[config.mk]
export PLATFORM = sky130hd
export DESIGN_NAME = fm_synth_register_front_end_unit
export DESIGN_NICKNAME = d
export VERILOG_FILES = /design/src/sv/fmsr_pkg.sv /design/src/sv/fm_synth_register_front_end_unit.sv /design/src/sv/fmsr_core.sv /design/src/sv/fmsr_res_fifo.sv
export SDC_FILE = /design/constraint.sdc
export NUM_CORES = 1
export LEC_CHECK = 0
export ABC_AREA = 0
export BUFFER_PORTS_ARGS = -buffer_cell sky130_fd_sc_hd__buf_4
export CORE_MARGIN = 1
export CORE_UTILIZATION = 60
export CTS_BUF_LIST = sky130_fd_sc_hd__clkbuf_4 sky130_fd_sc_hd__clkbuf_8
export CTS_CLUSTER_DIAMETER = 60
export DETAILED_ROUTE_END_ITERATION = 10
export GPL_TIMING_DRIVEN = 0
export PLACE_DENSITY = 0.85
export SYNTH_ARGS = -nofsm -noshare
export SYNTH_HDL_FRONTEND = slang
export SYNTH_HIERARCHICAL = 1
export SYNTH_SLANG_ARGS = --single-unit
[constraint.sdc]
create_clock -name aclk -period 9.9 [get_ports aclk]
set_input_delay 1.98 -clock aclk [delete_from_list [all_inputs] [get_ports aclk]]
set_output_delay 1.98 -clock aclk [all_outputs]
set_load 0.01 [all_outputs]
[src/sv/fmsr_pkg.sv]
// Package of the FM synthesizer register front end.
// Holds the command codes, the result item type and shared widths; no dependencies.
`default_nettype none
package fmsr_pkg;

    localparam int NUM_CHANNELS = 9;
    localparam int CH_W         = 4;
    localparam int FIFO_DEPTH   = 4;
    localparam int PTR_W        = 2;
    localparam int CNT_W        = 3;

    typedef enum logic [3:0] {
        CMD_READ     = 4'd0,
        CMD_WAVE_EN  = 4'd1,
        CMD_MULT     = 4'd2,
        CMD_SUSTAIN  = 4'd3,
        CMD_LEVEL    = 4'd4,
        CMD_ATT_DEC  = 4'd5,
        CMD_SUS_REL  = 4'd6,
        CMD_FREQ     = 4'd7,
        CMD_KEY_ON   = 4'd8,
        CMD_FB_CONN  = 4'd9,
        CMD_WAVEFORM = 4'd10
    } cmd_t;

    localparam logic [7:0] REG_WAVE_EN = 8'h01;
    localparam logic [7:0] REG_TIMER   = 8'h04;
    localparam logic [2:0] GRP_MULT    = 3'd1;
    localparam logic [2:0] GRP_LEVEL   = 3'd2;
    localparam logic [2:0] GRP_ATT_DEC = 3'd3;
    localparam logic [2:0] GRP_SUS_REL = 3'd4;
    localparam logic [2:0] GRP_WAVE    = 3'd7;
    localparam logic [3:0] ROW_FREQ_LO = 4'hA;
    localparam logic [3:0] ROW_FREQ_HI = 4'hB;
    localparam logic [3:0] ROW_FB_CONN = 4'hC;
    localparam logic [4:0] OP_OFF_MAX  = 5'h15;
    localparam logic [7:0] STATUS_IRQ  = 8'hC0;
    localparam logic [7:0] STATUS_IDLE = 8'h00;
    localparam logic [7:0] READ_NONE   = 8'hFF;

    localparam logic [15:0] INDEX_PORT_RST = 16'd904;
    localparam logic [15:0] DATA_PORT_RST  = 16'd905;

    typedef struct packed {
        cmd_t             command;
        logic [CH_W-1:0]  channel;
        logic             is_carrier;
        logic [9:0]       value_a;
        logic [3:0]       value_b;
        logic [7:0]       read_data;
        logic             last;
    } result_t;

    typedef struct packed {
        logic [1:0] count;
        result_t    first;
        result_t    second;
    } push_t;

endpackage
`default_nettype wire

[src/sv/fm_synth_register_front_end_unit.sv]
// Top level of the FM synthesizer register front end: input register, port registers,
// decode core and result queue. Depends on fmsr_pkg, fmsr_core and fmsr_res_fifo.
//
//  Channel  Direction  Transfer when           Contents
//  s_       in         s_tvalid && s_tready    bus access
//  m_       out        m_tvalid && m_tready    synthesizer command or read reply
//  cfg_     in         cfg_wr_en               port number registers
//
// An access is taken into the input register and is decoded and queued once the queue has
// room for it; its results then leave from the queue head.
// Results leave the queue one at a time, so an access that yields two commands gives two
// results in turn; at one result per cycle while m_tready is high, m_ sets the sustained rate.
// Reset is synchronous on aresetn low and resets the control state, port registers, latch and queue count.
// A stalled m_ side fills the queue; with more than two entries held, the input register
// keeps its access and s_tready drops.
`default_nettype none
module fm_synth_register_front_end_unit
    import fmsr_pkg::*;
(
    input  wire logic        aclk,
    input  wire logic        aresetn,
    input  wire logic        s_tvalid,
    output logic             s_tready,
    input  wire logic [23:0] s_tdata,   // port[15:0], write_data[23:16]
    input  wire logic        s_tuser,   // operation[0]
    output logic             m_tvalid,
    input  wire logic        m_tready,
    output logic [31:0]      m_tdata,   // channel[3:0], is_carrier[4], value_a[14:5],
                                        // value_b[18:15], read_data[26:19]
    output logic [3:0]       m_tuser,   // command[3:0]
    output logic             m_tlast,
    input  wire logic        cfg_wr_en,
    input  wire logic        cfg_index,
    input  wire logic [15:0] cfg_wdata
);

    logic             in_valid_reg;
    logic             in_op_reg;
    logic [15:0]      in_port_reg;
    logic [7:0]       in_data_reg;
    logic [15:0]      index_port_reg;
    logic [15:0]      data_port_reg;
    logic             item_go;
    logic             s_take;
    logic             m_take;
    push_t            push;
    result_t          head;
    logic [CNT_W-1:0] fill;

    assign item_go  = in_valid_reg && (fill <= CNT_W'(FIFO_DEPTH - 2));
    assign s_tready = !in_valid_reg || item_go;
    assign s_take   = s_tvalid && s_tready;
    assign m_take   = m_tvalid && m_tready;

    always_ff @(posedge aclk) begin
        if (!aresetn) begin
            in_valid_reg <= 1'b0;
            index_port_reg <= INDEX_PORT_RST;
            data_port_reg <= DATA_PORT_RST;
        end else begin
            if (s_take) begin
                in_valid_reg <= 1'b1;
            end else if (item_go) begin
                in_valid_reg <= 1'b0;
            end
            if (cfg_wr_en) begin
                if (cfg_index) begin
                    data_port_reg <= cfg_wdata;
                end else begin
                    index_port_reg <= cfg_wdata;
                end
            end
        end
    end

    always_ff @(posedge aclk) begin
        if (s_take) begin
            in_op_reg <= s_tuser;
            in_port_reg <= s_tdata[15:0];
            in_data_reg <= s_tdata[23:16];
        end
    end

    fmsr_core u_core (
        .aclk       (aclk),
        .aresetn    (aresetn),
        .item_go    (item_go),
        .operation  (in_op_reg),
        .port       (in_port_reg),
        .write_data (in_data_reg),
        .index_port (index_port_reg),
        .data_port  (data_port_reg),
        .push       (push)
    );

    fmsr_res_fifo u_fifo (
        .aclk       (aclk),
        .aresetn    (aresetn),
        .push       (push),
        .pop        (m_take),
        .head_valid (m_tvalid),
        .head       (head),
        .fill       (fill)
    );

    assign m_tdata = {5'd0, head.read_data, head.value_b, head.value_a,
                      head.is_carrier, head.channel};
    assign m_tuser = head.command;
    assign m_tlast = head.last;

endmodule
`default_nettype wire

[src/sv/fmsr_core.sv]
// Register state and single-pass decode of one bus access into up to two commands.
// Depends on fmsr_pkg.
`default_nettype none
module fmsr_core
    import fmsr_pkg::*;
(
    input  wire logic        aclk,
    input  wire logic        aresetn,
    input  wire logic        item_go,
    input  wire logic        operation,
    input  wire logic [15:0] port,
    input  wire logic [7:0]  write_data,
    input  wire logic [15:0] index_port,
    input  wire logic [15:0] data_port,
    output push_t            push
);

    logic [7:0]  latch_reg, latch_next;
    logic [9:0]  fnum_reg  [NUM_CHANNELS];
    logic [2:0]  block_reg [NUM_CHANNELS];
    logic        armed_reg, armed_next;
    logic        irq_reg, irq_next;

    logic            fnum_we;
    logic [9:0]      fnum_next;
    logic [2:0]      block_next;
    logic [CH_W-1:0] row_ch;
    logic            row_ok;
    logic [2:0]      grp_hi;
    logic [1:0]      op_grp;
    logic [2:0]      op_pos;
    logic            op_ok;
    logic [CH_W-1:0] op_ch;
    logic            op_car;
    logic            irq_seen;
    logic [9:0]      cur_fnum;
    logic [2:0]      cur_block;
    result_t         r0, r1;
    logic [1:0]      n;

    assign grp_hi = latch_reg[7:5];
    assign op_grp = latch_reg[4:3];
    assign op_pos = latch_reg[2:0];
    assign op_ok  = (op_grp != 2'd3) && (op_pos <= 3'd5);
    assign op_car = (op_pos >= 3'd3);
    assign op_ch  = {1'b0, op_grp, 1'b0} + {2'b00, op_grp}
                  + {1'b0, (op_car ? op_pos - 3'd3 : op_pos)};
    assign row_ch = latch_reg[3:0];
    assign row_ok = (row_ch < CH_W'(NUM_CHANNELS));
    assign cur_fnum  = row_ok ? fnum_reg[row_ch]  : 10'd0;
    assign cur_block = row_ok ? block_reg[row_ch] : 3'd0;
    assign irq_seen  = irq_reg | armed_reg;

    always_comb begin
        r0 = '0;
        r1 = '0;
        n = 2'd0;
        latch_next = latch_reg;
        armed_next = armed_reg;
        irq_next = irq_reg;
        fnum_we = 1'b0;
        fnum_next = cur_fnum;
        block_next = cur_block;
        r0.command = CMD_READ;
        r1.command = CMD_READ;
        if (!operation) begin
            n = 2'd1;
            if (port == index_port) begin
                armed_next = 1'b0;
                irq_next = irq_seen;
                r0.read_data = irq_seen ? STATUS_IRQ : STATUS_IDLE;
            end else begin
                r0.read_data = READ_NONE;
            end
        end else if (port == index_port) begin
            latch_next = write_data;
        end else if (port == data_port) begin
            if (latch_reg == REG_WAVE_EN) begin
                n = 2'd1;
                r0.command = CMD_WAVE_EN;
                r0.value_a = {9'd0, write_data[5]};
            end else if (latch_reg == REG_TIMER) begin
                if (write_data[7]) begin
                    irq_next = 1'b0;
                end
                armed_next = write_data[0];
            end else if ((grp_hi == GRP_MULT || grp_hi == GRP_LEVEL || grp_hi == GRP_ATT_DEC
                          || grp_hi == GRP_SUS_REL || grp_hi == GRP_WAVE)
                         && latch_reg[4:0] <= OP_OFF_MAX) begin
                if (op_ok) begin
                    n = 2'd1;
                    r0.channel = op_ch;
                    r0.is_carrier = op_car;
                    r1.channel = op_ch;
                    r1.is_carrier = op_car;
                    case (grp_hi)
                        GRP_MULT: begin
                            n = 2'd2;
                            r0.command = CMD_MULT;
                            r0.value_a = {6'd0, write_data[3:0]};
                            r1.command = CMD_SUSTAIN;
                            r1.value_a = {9'd0, write_data[5]};
                        end
                        GRP_LEVEL: begin
                            r0.command = CMD_LEVEL;
                            r0.value_a = {4'd0, write_data[5:0]};
                        end
                        GRP_ATT_DEC: begin
                            r0.command = CMD_ATT_DEC;
                            r0.value_a = {6'd0, write_data[7:4]};
                            r0.value_b = write_data[3:0];
                        end
                        GRP_SUS_REL: begin
                            r0.command = CMD_SUS_REL;
                            r0.value_a = {6'd0, write_data[7:4]};
                            r0.value_b = write_data[3:0];
                        end
                        default: begin
                            r0.command = CMD_WAVEFORM;
                            r0.value_a = {8'd0, write_data[1:0]};
                        end
                    endcase
                end
            end else if (row_ok && latch_reg[7:4] == ROW_FREQ_LO) begin
                n = 2'd1;
                fnum_we = 1'b1;
                fnum_next = {cur_fnum[9:8], write_data};
                r0.command = CMD_FREQ;
                r0.channel = row_ch;
                r0.value_a = {cur_fnum[9:8], write_data};
                r0.value_b = {1'b0, cur_block};
            end else if (row_ok && latch_reg[7:4] == ROW_FREQ_HI) begin
                n = 2'd2;
                fnum_we = 1'b1;
                fnum_next = {write_data[1:0], cur_fnum[7:0]};
                block_next = write_data[4:2];
                r0.command = CMD_FREQ;
                r0.channel = row_ch;
                r0.value_a = {write_data[1:0], cur_fnum[7:0]};
                r0.value_b = {1'b0, write_data[4:2]};
                r1.command = CMD_KEY_ON;
                r1.channel = row_ch;
                r1.value_a = {9'd0, write_data[5]};
            end else if (row_ok && latch_reg[7:4] == ROW_FB_CONN) begin
                n = 2'd1;
                r0.command = CMD_FB_CONN;
                r0.channel = row_ch;
                r0.value_a = {7'd0, write_data[3:1]};
                r0.value_b = {3'd0, write_data[0]};
            end
        end
        r0.last = (n == 2'd1);
        r1.last = 1'b1;
    end

    assign push.count  = item_go ? n : 2'd0;
    assign push.first  = r0;
    assign push.second = r1;

    always_ff @(posedge aclk) begin
        if (!aresetn) begin
            latch_reg <= '0;
            armed_reg <= 1'b0;
            irq_reg <= 1'b0;
            for (int i = 0; i < NUM_CHANNELS; i++) begin
                fnum_reg[i] <= '0;
                block_reg[i] <= '0;
            end
        end else if (item_go) begin
            latch_reg <= latch_next;
            armed_reg <= armed_next;
            irq_reg <= irq_next;
            if (fnum_we) begin
                fnum_reg[row_ch] <= fnum_next;
                block_reg[row_ch] <= block_next;
            end
        end
    end

endmodule
`default_nettype wire

[src/sv/fmsr_res_fifo.sv]
// Four-entry result queue that takes up to two results per cycle and gives one.
// Depends on fmsr_pkg.
`default_nettype none
module fmsr_res_fifo
    import fmsr_pkg::*;
(
    input  wire logic       aclk,
    input  wire logic       aresetn,
    input  wire push_t      push,
    input  wire logic       pop,
    output logic            head_valid,
    output result_t         head,
    output logic [CNT_W-1:0] fill
);

    result_t          entry_reg [FIFO_DEPTH];
    logic [PTR_W-1:0] wr_ptr_reg, wr_ptr_next;
    logic [PTR_W-1:0] rd_ptr_reg, rd_ptr_next;
    logic [CNT_W-1:0] count_reg, count_next;
    logic [PTR_W-1:0] wr_ptr_p1;

    assign wr_ptr_p1  = wr_ptr_reg + PTR_W'(1);
    assign head_valid = (count_reg != '0);
    assign head       = entry_reg[rd_ptr_reg];
    assign fill       = count_reg;

    always_comb begin
        wr_ptr_next = wr_ptr_reg + PTR_W'(push.count);
        rd_ptr_next = pop ? rd_ptr_reg + PTR_W'(1) : rd_ptr_reg;
        count_next = count_reg + CNT_W'(push.count) - CNT_W'(pop);
    end

    always_ff @(posedge aclk) begin
        if (!aresetn) begin
            wr_ptr_reg <= '0;
            rd_ptr_reg <= '0;
            count_reg <= '0;
        end else begin
            wr_ptr_reg <= wr_ptr_next;
            rd_ptr_reg <= rd_ptr_next;
            count_reg <= count_next;
        end
    end

    always_ff @(posedge aclk) begin
        if (push.count != 2'd0) begin
            entry_reg[wr_ptr_reg] <= push.first;
        end
        if (push.count == 2'd2) begin
            entry_reg[wr_ptr_p1] <= push.second;
        end
    end

endmodule
`default_nettype wire
==> reports/results.ini, run 1 <==
[routing]
ant_nets = 0
drc = 0
via_per_inst = 5.93
wire_per_inst_um = 22.8
dr.pass1.iters = 5
routed_wl_um = 46700
vias = 12200
dr.first_iter.drc_count = 1280

[cells_and_area]
antenna_cells = 0
layout_common_cells = 361 x edfxtp_1, 151 x nor2_1, 118 x buf_4, 85 x mux4_2, 80 x conb_1
final_common_cell = edfxtp_1
synthToLayoutAreaGrowth_pct = 13.7
final_core_util = 0.701
nets = 1625
drive_gt1_frac = 0.322
layout.cells.non_filler = 2051
largest_reg_flops = 160

[pwr]
internal-power_mw = 2.87
power_mw = 3.76
power.net_switching_uw = 890
ir_worst_vdd_uv = 176
power_leakage_nw = 8.67
power_density_nw_per_um2 = 163
clockPowerShare = 0.349
share_seq_of_total_power = 0.533
switching_share = 0.237
comb_power_share = 0.118

[global_route]
grt_pass1_wl_um = 71500
gr-max-usage-layer = met2
grt_overflow = 0
grt_pass1_vias = 12800
grt_start_max_net_pins = 26
track_usage = 0.281
use_met1 = 0.345
met3_usage = 0.0511
antenna_found_initial = 0
use_met2 = 0.491

[critical_path]
end_kind = flip-flop
worstPathArrival_ns = 5.11
critical_path.max_fanout = 20
critPathKind = flip-flop to flip-flop
cp-start-kind = flip-flop
worst_ep_required_time_ns = 10.27

[synthesis]
synth_compound_area_frac = 0.0331
synth_xor_area_frac = 0.0180
netlist_instances = 1334
synth_seq_cells = 417
synth_cell_types = 75
synthArstFlopShare = 0
synth_seq_area_share = 0.590
synth-simple-area-share = 0.0833
synth_warnings = 6
synth-edff-count = 361
synth_area_sq_um = 20300
synth_mux_area_frac = 0.215
avgSynthCellArea_sq_um = 15.2
synth_top_family_by_area = multiplexers
synth_ff_type = edfxtp_1
synth_fa_ha_area_frac = 0.0128

[clock_network]
cts_resized = 0
clk_pin_slew_ns = 0.06
cts_root_buffer = clkbuf_8
cts_sinks = 417
postCtsSetupRepairBufs = 0
cts_tree = built
htreeDepth = 2
hold_buffers = 0
clock_path_buffers = 3
clk_latency_ns = 0.64
cts_buffers = 61

[die]
core_sq_um = 32900
dieArea_sq_um = 34500
io_pins = 86
rows = 66
start_util = 0.617
die_h_um = 186
die_w_um = 186

[timing]
hold_slack_ns = 0.474
maxSlewViolCount = 0
rsz0062_at_grt = no
final.setup.tns_ns = 0
fmax_mhz = 211
tightest_slew_ns = 1.08
setup_viol = 0
skew_ns = 0.0324
slew_headroom = 0.281
post-route-period-util = 0.479
finalHoldViolations = 0
fin_crit_ns = 4.74

[placed_design]
dpl.cell_count = 1938
place.port_buffers = 80
place_congestion = 0.911
dp.final_hpwl_um = 31800

[run]
cap_violations = 0

[status]
status = finished clean

[min_path]
hold_path_class = flip-flop to flip-flop

[Yosys cell counts, drive strengths merged, types with 6 or more instances]
master | number | area [sq um]
a21oi | 11 | 55.1
nand4 | 18 | 215
xor2 | 18 | 158
inv | 38 | 143
buf | 90 | 704
xnor2 | 18 | 158
nand3 | 14 | 82.6
edfxtp | 361 | 10800
nor2 | 153 | 574
dfxtp | 56 | 1120
a211oi | 6 | 45.0
mux2 | 130 | 1760
a22oi | 13 | 97.6
and3 | 10 | 62.6
nor2b | 18 | 120
o21ai | 8 | 40.0
o22ai | 7 | 43.8
mux4 | 85 | 1910
mux2i | 67 | 682
o211ai | 7 | 52.6
and2 | 12 | 76.3
ha | 16 | 200
clkbuf | 27 | 101
nor4 | 10 | 77.6
nand2 | 65 | 244
a31oi | 6 | 37.5
[final timing paths]
kind | startpoint | end | slack (ns) | cells after the start
max | u_core/latch_reg[3]$_SDFFE_PN0P_ | u_fifo/entry_reg[0][15]$_DFFE_PP_ | 5.16 | 12
min | index_port_reg[10]$_SDFFE_PN0P_ | index_port_reg[10]$_SDFFE_PN0P_ | 0.47 | 2
max reg2reg | u_core/latch_reg[3]$_SDFFE_PN0P_ | u_fifo/entry_reg[0][15]$_DFFE_PP_ | 5.16 | 12
min reg2reg | index_port_reg[10]$_SDFFE_PN0P_ | index_port_reg[10]$_SDFFE_PN0P_ | 0.47 | 2
[metal layers]
layer,up-vias,wire (um)
li1,5408,-
met1,6003,17600
met2,610,23500
met3,137,3850
met4,0,1690
met5,-,0
[through the flow]
step                instance area (sq um)  setup slack (ns)
floorplan                           20600              4.47
global placement                    21700              2.20
detailed placement                  21900              5.27
CTS                                 23000              5.20
global route                        23000              4.90
finish                              23000              5.16
[final cells by class]
cell class | count | area (sq um)
well taps | 442 | 553
plain buffers | 117 | 806
fillers | 2154 | 9820
inverters | 40 | 150
repair buffers | 85 | 718
clock buffers | 86 | 1030
multi-input cells | 837 | 7680
flip-flops and latches | 417 | 12000
clock inverters | 27 | 144
[logic make-up (layout without fill, tap and decap cells)]
kind of cell | count (synthesis) | count (layout)
AOI/OAI and AO/OA | 92 | 92
muxes | 282 | 282
and+or+nand+nor | 326 | 326
buffers and inverters | 157 | 355
xor gates and xnor gates | 38 | 38
adders and majority gates | 19 | 19
other | 3 | 80
DFF | 417 | 417
[power groups by stage]
stage / Sequential, mW / Clock (mW) / Combinational, mW
floorplan: 2.03 / 0 / 0.287
global placement: 2.04 / 0 / 0.423
detailed placement: 2.04 / 0 / 0.442
CTS: 2.00 / 1.34 / 0.444
global route: 2.01 / 1.41 / 0.480
finish: 2.00 / 1.31 / 0.442
[critical path, cell delays in order (launching register included)]
cell      delay [ns]
dfxtp_1         0.43
clkbuf_1        0.36
clkinv_1        0.56
ha_1            0.43
a21oi_1         0.18
o21ba_2         0.23
nor4_1          0.07
o31ai_1         0.63
and2_1          0.43
nand4b_2        0.29
buf_2           0.34
o21ai_4         0.25
buf_16          0.24
Note: power is estimated with default switching activity, not from simulation.
==> run 2, diff against run 1 <==
--- a/config.mk
+++ b/config.mk
@@ -8,12 +8,12 @@
 export ABC_AREA = 0
 export BUFFER_PORTS_ARGS = -buffer_cell sky130_fd_sc_hd__buf_4
 export CORE_MARGIN = 1
-export CORE_UTILIZATION = 60
+export CORE_UTILIZATION = 58
 export CTS_BUF_LIST = sky130_fd_sc_hd__clkbuf_4 sky130_fd_sc_hd__clkbuf_8
 export CTS_CLUSTER_DIAMETER = 60
 export DETAILED_ROUTE_END_ITERATION = 10
 export GPL_TIMING_DRIVEN = 0
-export PLACE_DENSITY = 0.85
+export PLACE_DENSITY = 0.86
 export SYNTH_ARGS = -nofsm -noshare
 export SYNTH_HDL_FRONTEND = slang
 export SYNTH_HIERARCHICAL = 1
==> constraint.sdc (replaced) <==
create_clock -name aclk -period 3.9 [get_ports aclk]
set_input_delay 0.78 -clock aclk [delete_from_list [all_inputs] [get_ports aclk]]
set_output_delay 0.78 -clock aclk [all_outputs]
set_load 0.01 [all_outputs]
==> run 2 against run 1 <==
Effect of this change:
- the run now ends with DRC left
- non-clock buffer count is 10 higher
- largest cell class unchanged
- combinational power grew to 2.5 times the previous value
- critical path type unchanged
- total power grew to 2.6 times the previous value
- largest power group unchanged
- core utilization decreased by 2.4 points
==> reports/results.ini, run 2 (same netlist as run 1, synthesis figures left out) <==
[status]
status = finished, violations left
violations = DRC

[critical_path]
worst_ep_required_time_ns = 4.37  ; -5.90 ns
critPathKind = flip-flop to flip-flop
path_common_cell = nand2_1
worstPathArrival_ns = 4.21  ; -0.90 ns
cpPeakStageDelay_ns = 0.80  ; +0.17 ns
cp-start-kind = flip-flop
slowest_stage = a211oi_1
critical_path.max_fanout = 10  ; -50%
worstPathCellList = inv_1 -> ha_1 -> nand2b_1 -> nand2_1 -> clkbuf_1 -> nand2_1 -> o22ai_1 -> a222oi_1 -> a211oi_1 -> mux2_2
end_kind = flip-flop

[routing]
dr.first_iter.drc_count = 1113  ; -13%
ant_nets = 0  ; unchanged
wire_per_inst_um = 22.3  ; -2.2%
dr.pass1.iters = 9  ; +4
drc = 1  ; +1
vias = 12300  ; +1.1%
routed_wl_um = 46300  ; -0.78%
via_per_inst = 5.91  ; -0.35%

[timing]
final.setup.tns_ns = 0  ; unchanged
fin_crit_ns = 3.75  ; -0.995 ns
slew_headroom = 0.243  ; -0.0382
post-route-period-util = 0.961  ; +0.482
setup_viol = 0  ; unchanged
fmax_mhz = 267  ; +27%
maxSlewViolCount = 0  ; unchanged
tightest_slew_ns = 1.14  ; +0.0573 ns
rsz0062_at_grt = no
skew_ns = 0.0365  ; +0.00412 ns
finalHoldViolations = 0  ; unchanged

[cells_and_area]
final_core_util = 0.677  ; -0.0240
layout_common_cells = 361 x edfxtp_1, 151 x nor2_1, 129 x buf_4, 85 x mux4_2, 80 x conb_1
drive_gt1_frac = 0.336  ; +0.0141
synthToLayoutAreaGrowth_pct = 15.1
nets = 1642  ; +1.0%
largest_reg_flops = 160  ; unchanged
final_common_cell = edfxtp_1
antenna_cells = 0  ; unchanged

[placed_design]
place_congestion = 0.948  ; +4.0%
place.port_buffers = 80  ; unchanged
dp.final_hpwl_um = 31700  ; -0.25%

[die]
rows = 68  ; +3.0%
core_sq_um = 34500  ; +4.8%
die_w_um = 189  ; +1.7%
die_h_um = 189  ; +1.7%
dieArea_sq_um = 35700  ; +3.4%
start_util = 0.588  ; -0.0285
io_pins = 86  ; unchanged

[clock_network]
cts_sinks = 417  ; unchanged
cts_tree = built
htreeDepth = 3  ; +1
cts_root_buffer = clkbuf_8
clk_pin_slew_ns = 0.06  ; about the same
cts_buffers = 68  ; +11%
clock_path_buffers = 3  ; unchanged
clk_latency_ns = 0.62  ; -0.02 ns

[pwr]
power_mw = 9.86  ; +160%
power_leakage_nw = 8.80  ; +1.5%
ir_worst_vdd_uv = 313  ; +79%
power_density_nw_per_um2 = 422  ; +160%

[global_route]
grt_overflow = 0  ; unchanged
track_usage = 0.269  ; -0.0120
antenna_found_initial = 0  ; unchanged
grt_start_max_net_pins = 23  ; -12%
grt_pass1_wl_um = 71800  ; +0.42%
grt_pass1_vias = 12800  ; +0.32%

[min_path]
hold_path_class = primary input to flip-flop

[run]
cap_violations = 0  ; unchanged

## run 2: cell count changes in the layout (fill, tap and decap cells not counted), moves of 2 or more
cell        previous run  this run
buf_4                118       129
clkinv_2              10         6
nor4_2                 0         2
clkbuf_4              25        23
clkbuf_1              27        25
dfxtp_2                0         3
buf_12                 1         4
buf_16                 3         1
clkbuf_8              61        69
clkinvlp_4             0         5
nor4_1                 9         7
bufinv_16              0         2
dfxtp_1               56        53
## run 2: path summary, 6_finish.rpt
kind	depth (start not counted)	to	slack, ns	start
worst max-delay path	10	u_fifo/entry_reg[0][15]$_DFFE_PP_	0.15	u_core/latch_reg[0]$_SDFFE_PN0P_
worst min-delay path	1	in_port_reg[12]$_DFFE_PP_	0.34	s_tdata[12]
worst max register to register	10	u_fifo/entry_reg[0][15]$_DFFE_PP_	0.15	u_core/latch_reg[0]$_SDFFE_PN0P_
worst min register to register	2	data_port_reg[11]$_SDFFE_PN0P_	0.47	data_port_reg[11]$_SDFFE_PN0P_
## run 2: timing repair
item,CTS,global route
endpoints found under the hold margin,0,0
resized for setup,7,12
hold buffers,0,0
setup endpoints to repair,259,96
pin swaps,1,2
buffers inserted,4,7
## run 2: worst max-delay path, delay by kind of cell, from the launching register on
kind,cells,cell delay (ns)
compound gates,3,1.44
fa+ha+maj,1,0.15
buf+inv,2,0.62
flops,1,0.37
mux,1,0.30
simple gates,3,0.71
## run 2: layout make-up
class / instances / area [sq um]
Buffer: 116 / 808
Clock buffer: 91 / 1110
Clock inverter: 28 / 191
Fill cell: 2244 / 11100
Inverter: 40 / 155
Multi-Input combinational cell: 837 / 7730
Sequential cell: 417 / 12000
Tap cell: 455 / 569
Timing Repair Buffer: 96 / 798
## run 2: per-stage QoR
| step | cells | worst slack, ns | hold WS, ns | cell area [sq um] |
|---|---|---|---|---|
| after floorplan | 1411 | -0.0837 | 0.446 | 20600 |
| after global placement | 1946 | -1.33 | 0.454 | 21700 |
| after detailed placement | 1951 | -0.766 | 0.465 | 21900 |
| after CTS | 2073 | 0.0168 | 0.297 | 23200 |
| after global routing | 2080 | 0.0317 | 0.298 | 23300 |
| final | 2080 | 0.153 | 0.339 | 23300 |
## run 2: routing by layer
layer  wire, um  up-vias  track usage
li1           -     5442            -
met1      17300     6154        0.324
met2      23900      566        0.457
met3       3510      125       0.0627
met4       1670        0        0.132
met5          0        -            0
## run 2: report_power, final
group / switching (mW) / internal [mW]
Sequential: 0.0880 / 5.00
Combinational: 0.546 / 0.576
Clock: 1.66 / 1.99
Total: 2.29 / 7.57
